===== src/hdl/mtep_pkg.sv =====
// ----------------------------------------------------------------------------
// mtep_pkg
// Shared types and constants for the MIDI track event parser.
// ----------------------------------------------------------------------------
package mtep_pkg;

   // Default width of the track position and length registers
   localparam int LENGTH_BITS_DEF = 24;

   // Widths of the fixed fields
   localparam int CSR_DATA_W = 24;
   localparam int CSR_IDX_W  = 2;

   // Configuration register indexes
   localparam logic [CSR_IDX_W-1:0] CSR_RUN_STATUS = 2'd0;
   localparam logic [CSR_IDX_W-1:0] CSR_LEAD_DELTA = 2'd1;
   localparam logic [CSR_IDX_W-1:0] CSR_TRACK_LEN  = 2'd2;

   // Byte codes
   localparam logic [7:0] META_END     = 8'h2F;
   localparam logic [7:0] META_TEMPO   = 8'h51;
   localparam logic [7:0] STATUS_SYSEX = 8'hF0;
   localparam logic [7:0] STATUS_META  = 8'hFF;
   localparam logic [3:0] NIB_PROG     = 4'hC;
   localparam logic [3:0] NIB_PRESS    = 4'hD;
   localparam logic [3:0] NIB_SYSTEM   = 4'hF;
   localparam logic [3:0] NIB_NOTE_OFF = 4'h8;

   // Parse phase, one-hot
   typedef enum logic [8:0] {
      PH_START     = 9'b000000001,
      PH_DELTA     = 9'b000000010,
      PH_STATUS    = 9'b000000100,
      PH_DATA1     = 9'b000001000,
      PH_DATA2     = 9'b000010000,
      PH_META_TYPE = 9'b000100000,
      PH_META_LEN  = 9'b001000000,
      PH_SYS_LEN   = 9'b010000000,
      PH_SKIP      = 9'b100000000
   } phase_type;

   // Result kind codes
   typedef enum logic [2:0] {
      KIND_CHAN        = 3'd0,
      KIND_TEMPO       = 3'd1,
      KIND_SYSEX_START = 3'd2,
      KIND_SYSEX_BYTE  = 3'd3,
      KIND_END         = 3'd4
   } kind_type;

   // One result beat
   typedef struct packed {
      kind_type    kind;
      logic [7:0]  status;
      logic [7:0]  first;
      logic [7:0]  second;
      logic [1:0]  count;
      logic [31:0] delta;
      logic [23:0] tempo;
      logic [31:0] sysex_len;
   } event_type;

   // Mode flags from the configuration registers
   typedef struct packed {
      logic run_status_en;
      logic lead_delta_en;
   } flags_type;

endpackage


===== src/hdl/mtep_csr.sv =====
// ----------------------------------------------------------------------------
// mtep_csr
// Configuration registers: running status, leading delta and track length.
// ----------------------------------------------------------------------------
module mtep_csr
   import mtep_pkg::*;
#(
   parameter int LENGTH_BITS = LENGTH_BITS_DEF
) (
   input  logic                   clock,
   input  logic                   reset,
   input  logic                   csr_we,
   input  logic [CSR_IDX_W-1:0]   csr_index,
   input  logic [CSR_DATA_W-1:0]  csr_wdata,
   output flags_type              flags,
   output logic [LENGTH_BITS-1:0] track_len
);

   flags_type              flags_ff, flags_in;
   logic [LENGTH_BITS-1:0] len_ff, len_in;
   logic [31:0]            wdata_ext;

   // Keep only the low bits of the written length that fit the position
   assign wdata_ext = 32'(csr_wdata);

   always_comb begin
      flags_in = flags_ff;
      len_in   = len_ff;
      if (csr_we) begin
         case (csr_index)
            CSR_RUN_STATUS: flags_in.run_status_en = csr_wdata[0];
            CSR_LEAD_DELTA: flags_in.lead_delta_en = csr_wdata[0];
            CSR_TRACK_LEN:  len_in = wdata_ext[LENGTH_BITS-1:0];
            default:        ;
         endcase
      end
   end

   always_ff @(posedge clock) begin
      if (reset) begin
         flags_ff <= '{run_status_en: 1'b1, lead_delta_en: 1'b1};
         len_ff   <= '0;
      end else begin
         flags_ff <= flags_in;
         len_ff   <= len_in;
      end
   end

   assign flags     = flags_ff;
   assign track_len = len_ff;

endmodule


===== src/hdl/mtep_core.sv =====
// ----------------------------------------------------------------------------
// mtep_core
// Parse state and the single-pass decode of one track byte.
// ----------------------------------------------------------------------------
module mtep_core
   import mtep_pkg::*;
#(
   parameter int LENGTH_BITS = LENGTH_BITS_DEF
) (
   input  logic                   clock,
   input  logic                   reset,
   input  logic                   go,
   input  logic [7:0]             track_byte,
   input  flags_type              flags,
   input  logic [LENGTH_BITS-1:0] track_len,
   output logic                   emit,
   output event_type              ev
);

   localparam int POS_W = LENGTH_BITS + 1;
   localparam int SUM_W = 33;

   logic [LENGTH_BITS-1:0] pos_ff, pos_in, pos_adv;
   phase_type              phase_ff, phase_in;
   logic [7:0]             cur_ff, cur_in;
   logic [31:0]            la_ff, la_in;
   logic [31:0]            delta_ff, delta_in;
   logic [7:0]             held_ff, held_in;
   logic [7:0]             meta_ff, meta_in;
   logic [23:0]            tempo_ff, tempo_in;
   logic [31:0]            skip_ff, skip_in;
   logic [1:0]             idx_ff, idx_in;
   logic                   ended_ff, ended_in;
   logic                   short_left;

   // Saturating position advance and the short remainder check
   assign pos_adv    = (pos_ff == '1) ? pos_ff : pos_ff + 1'b1;
   assign short_left = (POS_W'(pos_ff) + POS_W'(3)) > POS_W'(track_len);

   always_comb begin
      phase_type   p1;
      phase_type   p2;
      logic        more;
      logic        taken;
      logic        is_meta;
      logic        vlq_done;
      logic        len_end;
      logic        last_byte;
      logic [7:0]  cur;
      logic [31:0] la_cur;
      logic [31:0] la_vlq;
      logic [32:0] dsum;
      logic [SUM_W-1:0] lsum;
      logic [23:0] tempo_new;

      pos_in   = pos_ff;
      phase_in = phase_ff;
      cur_in   = cur_ff;
      la_in    = la_ff;
      delta_in = delta_ff;
      held_in  = held_ff;
      meta_in  = meta_ff;
      tempo_in = tempo_ff;
      skip_in  = skip_ff;
      idx_in   = idx_ff;
      ended_in = ended_ff;
      emit     = 1'b0;
      ev       = '0;
      ev.delta = delta_ff;

      // Resolve the opening phase from the current mode
      p1     = phase_ff;
      la_cur = la_ff;
      if (phase_ff == PH_START) begin
         p1     = flags.lead_delta_en ? PH_DELTA : PH_STATUS;
         la_cur = '0;
      end
      cur   = cur_ff;
      p2    = p1;
      more  = 1'b1;
      taken = 1'b0;

      // Status byte: take it, or fall through with running status
      if (p1 == PH_STATUS) begin
         more = 1'b0;
         if (!short_left) begin
            taken = !flags.run_status_en || track_byte[7];
            if (taken) begin
               cur = track_byte;
            end
            la_cur = '0;
            if (cur[7:4] >= NIB_NOTE_OFF && cur[7:4] != NIB_SYSTEM) begin
               p2 = PH_DATA1;
            end else if (cur[7:4] == NIB_SYSTEM) begin
               p2 = (cur == STATUS_META) ? PH_META_TYPE : PH_SYS_LEN;
            end else begin
               p2 = PH_DELTA;
            end
            more = !taken;
         end
      end

      // Variable-length value step on this byte
      la_vlq   = {la_cur[24:0], track_byte[6:0]};
      vlq_done = !(track_byte[7] && (pos_adv < track_len));
      lsum     = SUM_W'(pos_adv) + SUM_W'(la_vlq);
      len_end  = lsum >= SUM_W'(track_len);
      dsum     = 33'(delta_ff) + 33'(la_vlq);
      is_meta  = (p2 == PH_META_LEN);
      last_byte = (skip_ff == 32'd1);
      tempo_new = tempo_ff;
      case (idx_ff)
         2'd0:    tempo_new = tempo_ff | {track_byte, 16'h0000};
         2'd1:    tempo_new = tempo_ff | {8'h00, track_byte, 8'h00};
         2'd2:    tempo_new = tempo_ff | {16'h0000, track_byte};
         default: tempo_new = tempo_ff;
      endcase

      if (go && !ended_ff) begin
         pos_in = pos_adv;
         cur_in = cur;
         la_in  = la_cur;
         if (p1 == PH_STATUS && short_left) begin
            // Too few bytes left for an event: end the track
            ended_in = 1'b1;
            emit     = 1'b1;
            ev.kind  = KIND_END;
         end else if (!more) begin
            phase_in = p2;
         end else begin
            case (p2)
               PH_DELTA: begin
                  la_in    = la_vlq;
                  phase_in = PH_DELTA;
                  if (vlq_done) begin
                     delta_in = dsum[32] ? 32'hFFFF_FFFF : dsum[31:0];
                     la_in    = '0;
                     phase_in = PH_STATUS;
                  end
               end
               PH_DATA1: begin
                  held_in = track_byte;
                  if (cur[7:4] == NIB_PROG || cur[7:4] == NIB_PRESS) begin
                     emit      = 1'b1;
                     ev.kind   = KIND_CHAN;
                     ev.status = cur;
                     ev.first  = track_byte;
                     ev.count  = 2'd1;
                     la_in     = '0;
                     phase_in  = PH_DELTA;
                  end else begin
                     phase_in = PH_DATA2;
                  end
               end
               PH_DATA2: begin
                  emit      = 1'b1;
                  ev.kind   = KIND_CHAN;
                  ev.status = cur;
                  ev.first  = held_ff;
                  ev.second = track_byte;
                  ev.count  = 2'd2;
                  la_in     = '0;
                  phase_in  = PH_DELTA;
               end
               PH_META_TYPE: begin
                  meta_in  = track_byte;
                  la_in    = '0;
                  phase_in = PH_META_LEN;
               end
               PH_META_LEN, PH_SYS_LEN: begin
                  la_in    = la_vlq;
                  phase_in = p2;
                  if (vlq_done) begin
                     if (len_end || (is_meta && meta_ff == META_END)) begin
                        ended_in = 1'b1;
                        emit     = 1'b1;
                        ev.kind  = KIND_END;
                     end else begin
                        skip_in  = la_vlq;
                        tempo_in = '0;
                        idx_in   = '0;
                        if (is_meta && meta_ff == META_TEMPO && la_vlq == '0) begin
                           emit      = 1'b1;
                           ev.kind   = KIND_TEMPO;
                           ev.status = STATUS_META;
                        end else if (!is_meta && cur == STATUS_SYSEX) begin
                           emit         = 1'b1;
                           ev.kind      = KIND_SYSEX_START;
                           ev.status    = cur;
                           ev.sysex_len = la_vlq;
                        end
                        phase_in = (la_vlq != '0) ? PH_SKIP : PH_DELTA;
                     end
                  end
               end
               PH_SKIP: begin
                  skip_in = skip_ff - 32'd1;
                  idx_in  = (idx_ff == 2'd3) ? idx_ff : idx_ff + 2'd1;
                  if (cur == STATUS_SYSEX) begin
                     emit      = 1'b1;
                     ev.kind   = KIND_SYSEX_BYTE;
                     ev.status = cur;
                     ev.first  = track_byte;
                  end else if (cur == STATUS_META && meta_ff == META_TEMPO &&
                               idx_ff != 2'd3) begin
                     tempo_in = tempo_new;
                     if (idx_ff == 2'd2 || last_byte) begin
                        emit      = 1'b1;
                        ev.kind   = KIND_TEMPO;
                        ev.status = STATUS_META;
                        ev.tempo  = tempo_new;
                     end
                  end
                  if (last_byte) begin
                     la_in    = '0;
                     phase_in = PH_DELTA;
                  end
               end
               default: begin
                  la_in    = '0;
                  phase_in = PH_DELTA;
               end
            endcase
         end
         // Restart the delta sum after every reported beat
         if (emit) begin
            delta_in = '0;
         end
      end
   end

   always_ff @(posedge clock) begin
      if (reset) begin
         pos_ff   <= '0;
         phase_ff <= PH_START;
         cur_ff   <= '0;
         la_ff    <= '0;
         delta_ff <= '0;
         held_ff  <= '0;
         meta_ff  <= '0;
         tempo_ff <= '0;
         skip_ff  <= '0;
         idx_ff   <= '0;
         ended_ff <= 1'b0;
      end else begin
         pos_ff   <= pos_in;
         phase_ff <= phase_in;
         cur_ff   <= cur_in;
         la_ff    <= la_in;
         delta_ff <= delta_in;
         held_ff  <= held_in;
         meta_ff  <= meta_in;
         tempo_ff <= tempo_in;
         skip_ff  <= skip_in;
         idx_ff   <= idx_in;
         ended_ff <= ended_in;
      end
   end

   // An ended track stays ended until reset
   a_ended_sticky: assert property (@(posedge clock) disable iff (reset)
      ended_ff |=> ended_ff)
      else $error("track end flag dropped");

   // An end beat marks the track as ended
   a_end_sets_flag: assert property (@(posedge clock) disable iff (reset)
      (go && emit && ev.kind == KIND_END) |=> ended_ff)
      else $error("end beat without end flag");

   // Every reported beat restarts the delta sum
   a_delta_restart: assert property (@(posedge clock) disable iff (reset)
      (go && emit) |=> (delta_ff == '0))
      else $error("delta sum not cleared after beat");

endmodule


===== src/hdl/mtep_out.sv =====
// ----------------------------------------------------------------------------
// mtep_out
// Result register: holds one event beat until the sink takes it.
// ----------------------------------------------------------------------------
module mtep_out
   import mtep_pkg::*;
(
   input  logic      clock,
   input  logic      reset,
   input  logic      load,
   input  event_type ev,
   input  logic      rsp_stall,
   output logic      rsp_valid,
   output event_type rsp_ev
);

   logic      valid_ff, valid_in;
   event_type ev_ff, ev_in;

   // Load a new beat, drop a taken one, else hold
   always_comb begin
      ev_in    = ev_ff;
      valid_in = valid_ff;
      if (load) begin
         ev_in    = ev;
         valid_in = 1'b1;
      end else if (!rsp_stall) begin
         valid_in = 1'b0;
      end
   end

   always_ff @(posedge clock) begin
      if (reset) begin
         valid_ff <= 1'b0;
      end else begin
         valid_ff <= valid_in;
      end
   end

   always_ff @(posedge clock) begin
      ev_ff <= ev_in;
   end

   assign rsp_valid = valid_ff;
   assign rsp_ev    = ev_ff;

   // Only channel messages carry a data byte count
   a_count_chan: assert property (@(posedge clock) disable iff (reset)
      valid_ff |-> ((ev_ff.kind == KIND_CHAN) == (ev_ff.count != 2'd0)))
      else $error("data count on a non-channel beat");

   // Tempo field is zero except on tempo beats
   a_tempo_only: assert property (@(posedge clock) disable iff (reset)
      (valid_ff && ev_ff.kind != KIND_TEMPO) |-> (ev_ff.tempo == '0))
      else $error("tempo value on a non-tempo beat");

endmodule


===== src/hdl/midi_track_event_parser.sv =====
// ----------------------------------------------------------------------------
// midi_track_event_parser
// Decodes a MIDI track chunk one byte per beat into channel, tempo, sysex
// and end-of-track events with the accumulated delta ticks.
// ----------------------------------------------------------------------------
//
//   channel  | dir | handshake          | payload
//   ---------+-----+--------------------+------------------------------------
//   req_     | in  | req_valid/stall    | track_byte
//   rsp_     | out | rsp_valid/stall    | event_kind .. sysex_length
//   csr_     | in  | csr_we, csr_index  | csr_wdata (24 bits)
//
// One byte per cycle while rsp_ is not stalled; a byte's result passes the
// input register, then the decode pass, into the result register.
// All parse state updates in the single decode pass, so no byte waits on
// the one before it.
// Reset is synchronous and returns the parser to the start of a track.
// A stall on rsp_ while the result register is full holds it and the input
// register; req_ stalls only while both are full.
//
module midi_track_event_parser
   import mtep_pkg::*;
#(
   parameter int LENGTH_BITS = LENGTH_BITS_DEF
) (
   input  logic                  clock,
   input  logic                  reset,
   input  logic                  req_valid,
   output logic                  req_stall,
   input  logic [7:0]            req_track_byte,
   output logic                  rsp_valid,
   input  logic                  rsp_stall,
   output logic [2:0]            rsp_event_kind,
   output logic [7:0]            rsp_status_byte,
   output logic [7:0]            rsp_first_data,
   output logic [7:0]            rsp_second_data,
   output logic [1:0]            rsp_data_count,
   output logic [31:0]           rsp_delta_ticks,
   output logic [23:0]           rsp_tempo_usec,
   output logic [31:0]           rsp_sysex_length,
   input  logic                  csr_we,
   input  logic [CSR_IDX_W-1:0]  csr_index,
   input  logic [CSR_DATA_W-1:0] csr_wdata
);

   flags_type              flags;
   logic [LENGTH_BITS-1:0] track_len;
   logic                   in_valid_ff, in_valid_in;
   logic [7:0]             in_byte_ff, in_byte_in;
   logic                   go;
   logic                   emit;
   event_type              ev;
   event_type              rsp_ev;

   mtep_csr #(
      .LENGTH_BITS (LENGTH_BITS)
   ) u_csr (
      .clock     (clock),
      .reset     (reset),
      .csr_we    (csr_we),
      .csr_index (csr_index),
      .csr_wdata (csr_wdata),
      .flags     (flags),
      .track_len (track_len)
   );

   // Decode the held byte when the result register is free or draining
   assign go        = in_valid_ff && (!rsp_valid || !rsp_stall);
   assign req_stall = in_valid_ff && !go;

   // Input register: take a new beat, drop a consumed one, else hold
   always_comb begin
      in_valid_in = in_valid_ff;
      in_byte_in  = in_byte_ff;
      if (req_valid && !req_stall) begin
         in_valid_in = 1'b1;
         in_byte_in  = req_track_byte;
      end else if (go) begin
         in_valid_in = 1'b0;
      end
   end

   always_ff @(posedge clock) begin
      if (reset) begin
         in_valid_ff <= 1'b0;
      end else begin
         in_valid_ff <= in_valid_in;
      end
   end

   always_ff @(posedge clock) begin
      in_byte_ff <= in_byte_in;
   end

   mtep_core #(
      .LENGTH_BITS (LENGTH_BITS)
   ) u_core (
      .clock      (clock),
      .reset      (reset),
      .go         (go),
      .track_byte (in_byte_ff),
      .flags      (flags),
      .track_len  (track_len),
      .emit       (emit),
      .ev         (ev)
   );

   mtep_out u_out (
      .clock     (clock),
      .reset     (reset),
      .load      (go && emit),
      .ev        (ev),
      .rsp_stall (rsp_stall),
      .rsp_valid (rsp_valid),
      .rsp_ev    (rsp_ev)
   );

   // Spread the result beat onto its ports
   assign rsp_event_kind   = rsp_ev.kind;
   assign rsp_status_byte  = rsp_ev.status;
   assign rsp_first_data   = rsp_ev.first;
   assign rsp_second_data  = rsp_ev.second;
   assign rsp_data_count   = rsp_ev.count;
   assign rsp_delta_ticks  = rsp_ev.delta;
   assign rsp_tempo_usec   = rsp_ev.tempo;
   assign rsp_sysex_length = rsp_ev.sysex_len;

endmodule


===== config.mk =====
export PLATFORM = sky130hd
export DESIGN_NAME = midi_track_event_parser
export DESIGN_NICKNAME = d
export VERILOG_FILES = /design/src/hdl/mtep_pkg.sv /design/src/hdl/mtep_csr.sv /design/src/hdl/mtep_core.sv /design/src/hdl/mtep_out.sv /design/src/hdl/midi_track_event_parser.sv
export SDC_FILE = /design/constraint.sdc
export NUM_CORES = 1
export LEC_CHECK = 0
export BUFFER_PORTS_ARGS = -buffer_cell sky130_fd_sc_hd__buf_4
export CORE_UTILIZATION = 43
export CTS_CLUSTER_SIZE = 30
export DETAILED_ROUTE_END_ITERATION = 6
export PLACE_DENSITY = 0.59
export SLEW_MARGIN = 10
export SYNTH_ARGS = -nofsm -noshare
export SYNTH_HDL_FRONTEND = slang
export SYNTH_HIERARCHICAL = 1
export SYNTH_SLANG_ARGS = --single-unit
export TNS_END_PERCENT = 1

===== constraint.sdc =====
create_clock -name clock -period 21.7 [get_ports clock]
set_clock_uncertainty 0.1 [all_clocks]
set_input_delay 3.255 -clock clock [delete_from_list [all_inputs] [get_ports clock]]
set_output_delay 3.255 -clock clock [all_outputs]
set_load 0.05 [all_outputs]

==> summary.md <==
| Metric | Value |
|---|---|
| Main flop type after synthesis | dfxtp_1 |
| Total Wirelength | roughly 64 mm |
| Initial antenna violation count | 0 |
| Crit path arrival time | 10330 ps |
| Yosys top cell area share | 0.1981 |
| Ant diodes | 0 |
| Clock period minus worst slack | ~10000 ps |
| Slew of the pin with the lowest slew margin | 1207 ps |
| First-pass GRT wire length | between 90 and 100 mm |
| Setup Viol. Count Final | 0 |
| CTS tree | done |
| Crit Path Category | reg2reg |
| Leakage | between 0.009 and 0.01 uW |
| Grt total ovfl | 0 |
| Class of the worst hold path | reg2reg |
| Post-synthesis cell type count | 98 |
| Mapped Avg Cell Area | roughly 9 sq um |
| Most frequent cells in the layout | 204 x nor2_1, 201 x dfxtp_1, 195 x a21oi_1 |
| Port Buffers | approximately 160 |
| Antenna violation net count after detailed routing | 0 |
| H-tree levels | 2 |
| Status | finished, final reports clean |
| Post-synth ARST share | 0 |
| CP bufs+invs | 2 |
| Rel. slew slack | 0.1913 |
| Routed via count | roughly 18k |
| Commonest non-fill, non-tap cell in the layout | nor2_1 |
| Via count of the first global-routing pass | roughly 17k |
| Post-layout instance count excluding filler cells | 3004 |
| 1st-iter DRT viols | roughly 1.3k |
| Layout cells sized above 1 | 0.1310 |
| CTS clock-pin slew for the worst setup and hold paths | ~60 ps |
| Area growth syn-to-layout | 14.69% |
| Final setup TNS | 0 ps |
| Number of flops mapped to enable cells by yosys | approximately 130 |
| Ys Warns | 6 |
| Die ar. | a little under 50000 sq um |
| Vias per std cell | between 5 and 6 |
| Cell taking the most area after synthesis | dfxtp_1 |
| CP delay by family, top | simple AND/OR/NAND/NOR gates |
| Total global-route track usage | 0.2627 |
| Power density cells | 65.12 nW/um^2 |
| Routability-driven placement congestion ratio | 0.9232 |
| Fmax | 97.55 MHz |
| Placed cells | between 2k and 3k |
| Area contributors post-synth | dfxtp_1 20%, edfxtp_1 18%, ha_1 8.3% |
| Sequential element share of the synthesized area | 0.3829 |
| RSZ-0062 raised after global routing | no |
| Crit. End Element | register |
| Post-DP HPWL | about 46 mm |
| CTS resizes | 0 |
| Post-CTS setup repair buffer count | 0 |
| Max-cap violations | 0 |
| Critical path launch point type | register |
| Clock latency on the worst-skew pair | approximately 560 ps |
| Critical Path RT | around 22000 ps |
| Root buf cell | clkbuf_16 |
| Slowest stage delay, CP | a little under 800 ps |
| Residual DRC | 0 |
| Cell Area, Synth | around 20000 sq um |
| Initial Utilization | 0.4363 |
| Clock buffer depth | 3 |
| Crit Path Max Fanout | 72 |
| Die W | approximately 220 um |
| Die height | 219.4 um |
| Final hold vios | 0 |
| Hold_buf cts | 0 |
| Core box area | about 47000 sq um |
| Total CTS buffers | 38 |
| Post-Syn Instances | about 2.3k |
| FF+latch count, synth | roughly 330 |
| Peak VDD IR | ~0.06 mV |
| DR pass1 iterations | 5 |
| Row cnt | slightly below 80 |
| # nets final | around 2.5k |
| # fillers | approximately 4.4k |
| Largest net degree at the start of global routing | just under 90 |
| Slowest-stage cell, CP | buf_4 |
| Period Utilization, post-route | 0.4724 |
| DR WL/cell | 21.25 um |
| Sinks on Clock Net | 326 |
| Max Slew Vio Count | 0 |
| Ports | between 150 and 200 |
final timing paths:
check,slack [ps],start,endpoint,cells past startpoint
hold reg to reg,360,u_core/held_ff[7]$_SDFFE_PP0P_,u_core/held_ff[7]$_SDFFE_PP0P_,2
setup / recovery,11450,u_core/pos_ff[10]$_SDFFE_PP0P_,u_out/rsp_ev[50]$_DFFE_PP_,37
hold / removal,360,u_core/held_ff[7]$_SDFFE_PP0P_,u_core/held_ff[7]$_SDFFE_PP0P_,2
setup reg to reg,11450,u_core/pos_ff[10]$_SDFFE_PP0P_,u_out/rsp_ev[50]$_DFFE_PP_,37
flip-flops by register name (all words and copies together) (netlist names):
signal and count:
u_core/ended_ff 1, u_csr/flags 2, u_out/rsp_ev 117, u_core/meta_ff 8, u_core/phase_ff 9, u_core/tempo_ff 24, u_core/skip_ff 32, u_core/delta_ff 32
u_csr/track_len 24, u_core/idx_ff 2, u_out/rsp_valid 1, u_core/cur_ff 8, u_core/la_ff 25, u_core/held_ff 8, u_core/pos_ff 24, in_byte_ff 8
in_valid_ff 1
Yosys cell counts (22+ instances only):
master    instances
nor2_1          206
dfxtp_1         201
a21oi_1         195
nand2_1         173
ha_1            135
edfxtp_1        125
o21ai_0         100
clkbuf_1         94
inv_1            86
nand2b_1         71
xnor2_1          67
and2_1           62
nand3_1          62
mux2i_1          49
xor2_1           42
a21o_1           41
nor3_1           40
nand4_1          38
and3_1           26
o21a_1           25
a211oi_1         23
nor4_1           23
a22o_1           22
layout make-up:
| type | instances | area [sq um] | share of cell area |
|---|---|---|---|
| multi-input cells | 1729 | 11670 | 0.5010 |
| clock inverters | 20 | 307.8 | 0.01321 |
| inverters | 86 | 322.8 | 0.01386 |
| flip-flops and latches | 326 | 7777 | 0.3338 |
| clock buffers | 50 | 1057 | 0.04538 |
| repair buffers | 186 | 1400 | 0.06009 |
| well taps | 607 | 759.5 | 0.03260 |
metrics by stage:
step           hold slack, ps  utilization  setup WS, ps  cell area, sq um  total power (uW)
2_1_floorplan           336.6            -         11120             20340             770.8
3_3_place_gp            347.0       0.4711         11820             21930             823.3
3_5_place_dp            350.2       0.4711         11530             21930             826.2
4_1_cts                 358.4       0.5004         11480             23300              1530
5_1_grt                 370.8       0.5004         10740             23300              1567
6_report                361.2       0.5004         11450             23300              1517
kinds of logic after synthesis:
kind of cell               share of synthesized area
xor gates and xnor gates                     0.04699
muxes                                        0.02692
other                                      0.0001846
AOI/OAI and AO/OA                             0.2108
DFF                                           0.3829
and+or+nand+nor                               0.2020
buffers and inverters                        0.04515
adders and majority gates                    0.08512
routing by layer:
metal	global-route usage	wire (um)
met5	0	0
met4	0.08472	1745
met3	0.03382	3945
met2	0.4218	28890
met1	0.3636	29240
where the power goes:
part	leakage [uW]	switching, uW	internal (uW)
Sequential	0.00295	6.74	640
Clock	0.000664	272	430
Combinational	0.00585	112	56.9
Total	0.00946	391	1130
worst register-to-register path, delay by kind of cell (launching register included):
family	cells	cell delay (ps)
xor+xnor	2	270
buf+inv	2	1120
compound gates	15	3060
flops	1	570
fa+ha+maj	3	1000
simple gates	15	3630
(Power assumes the default switching activity.)
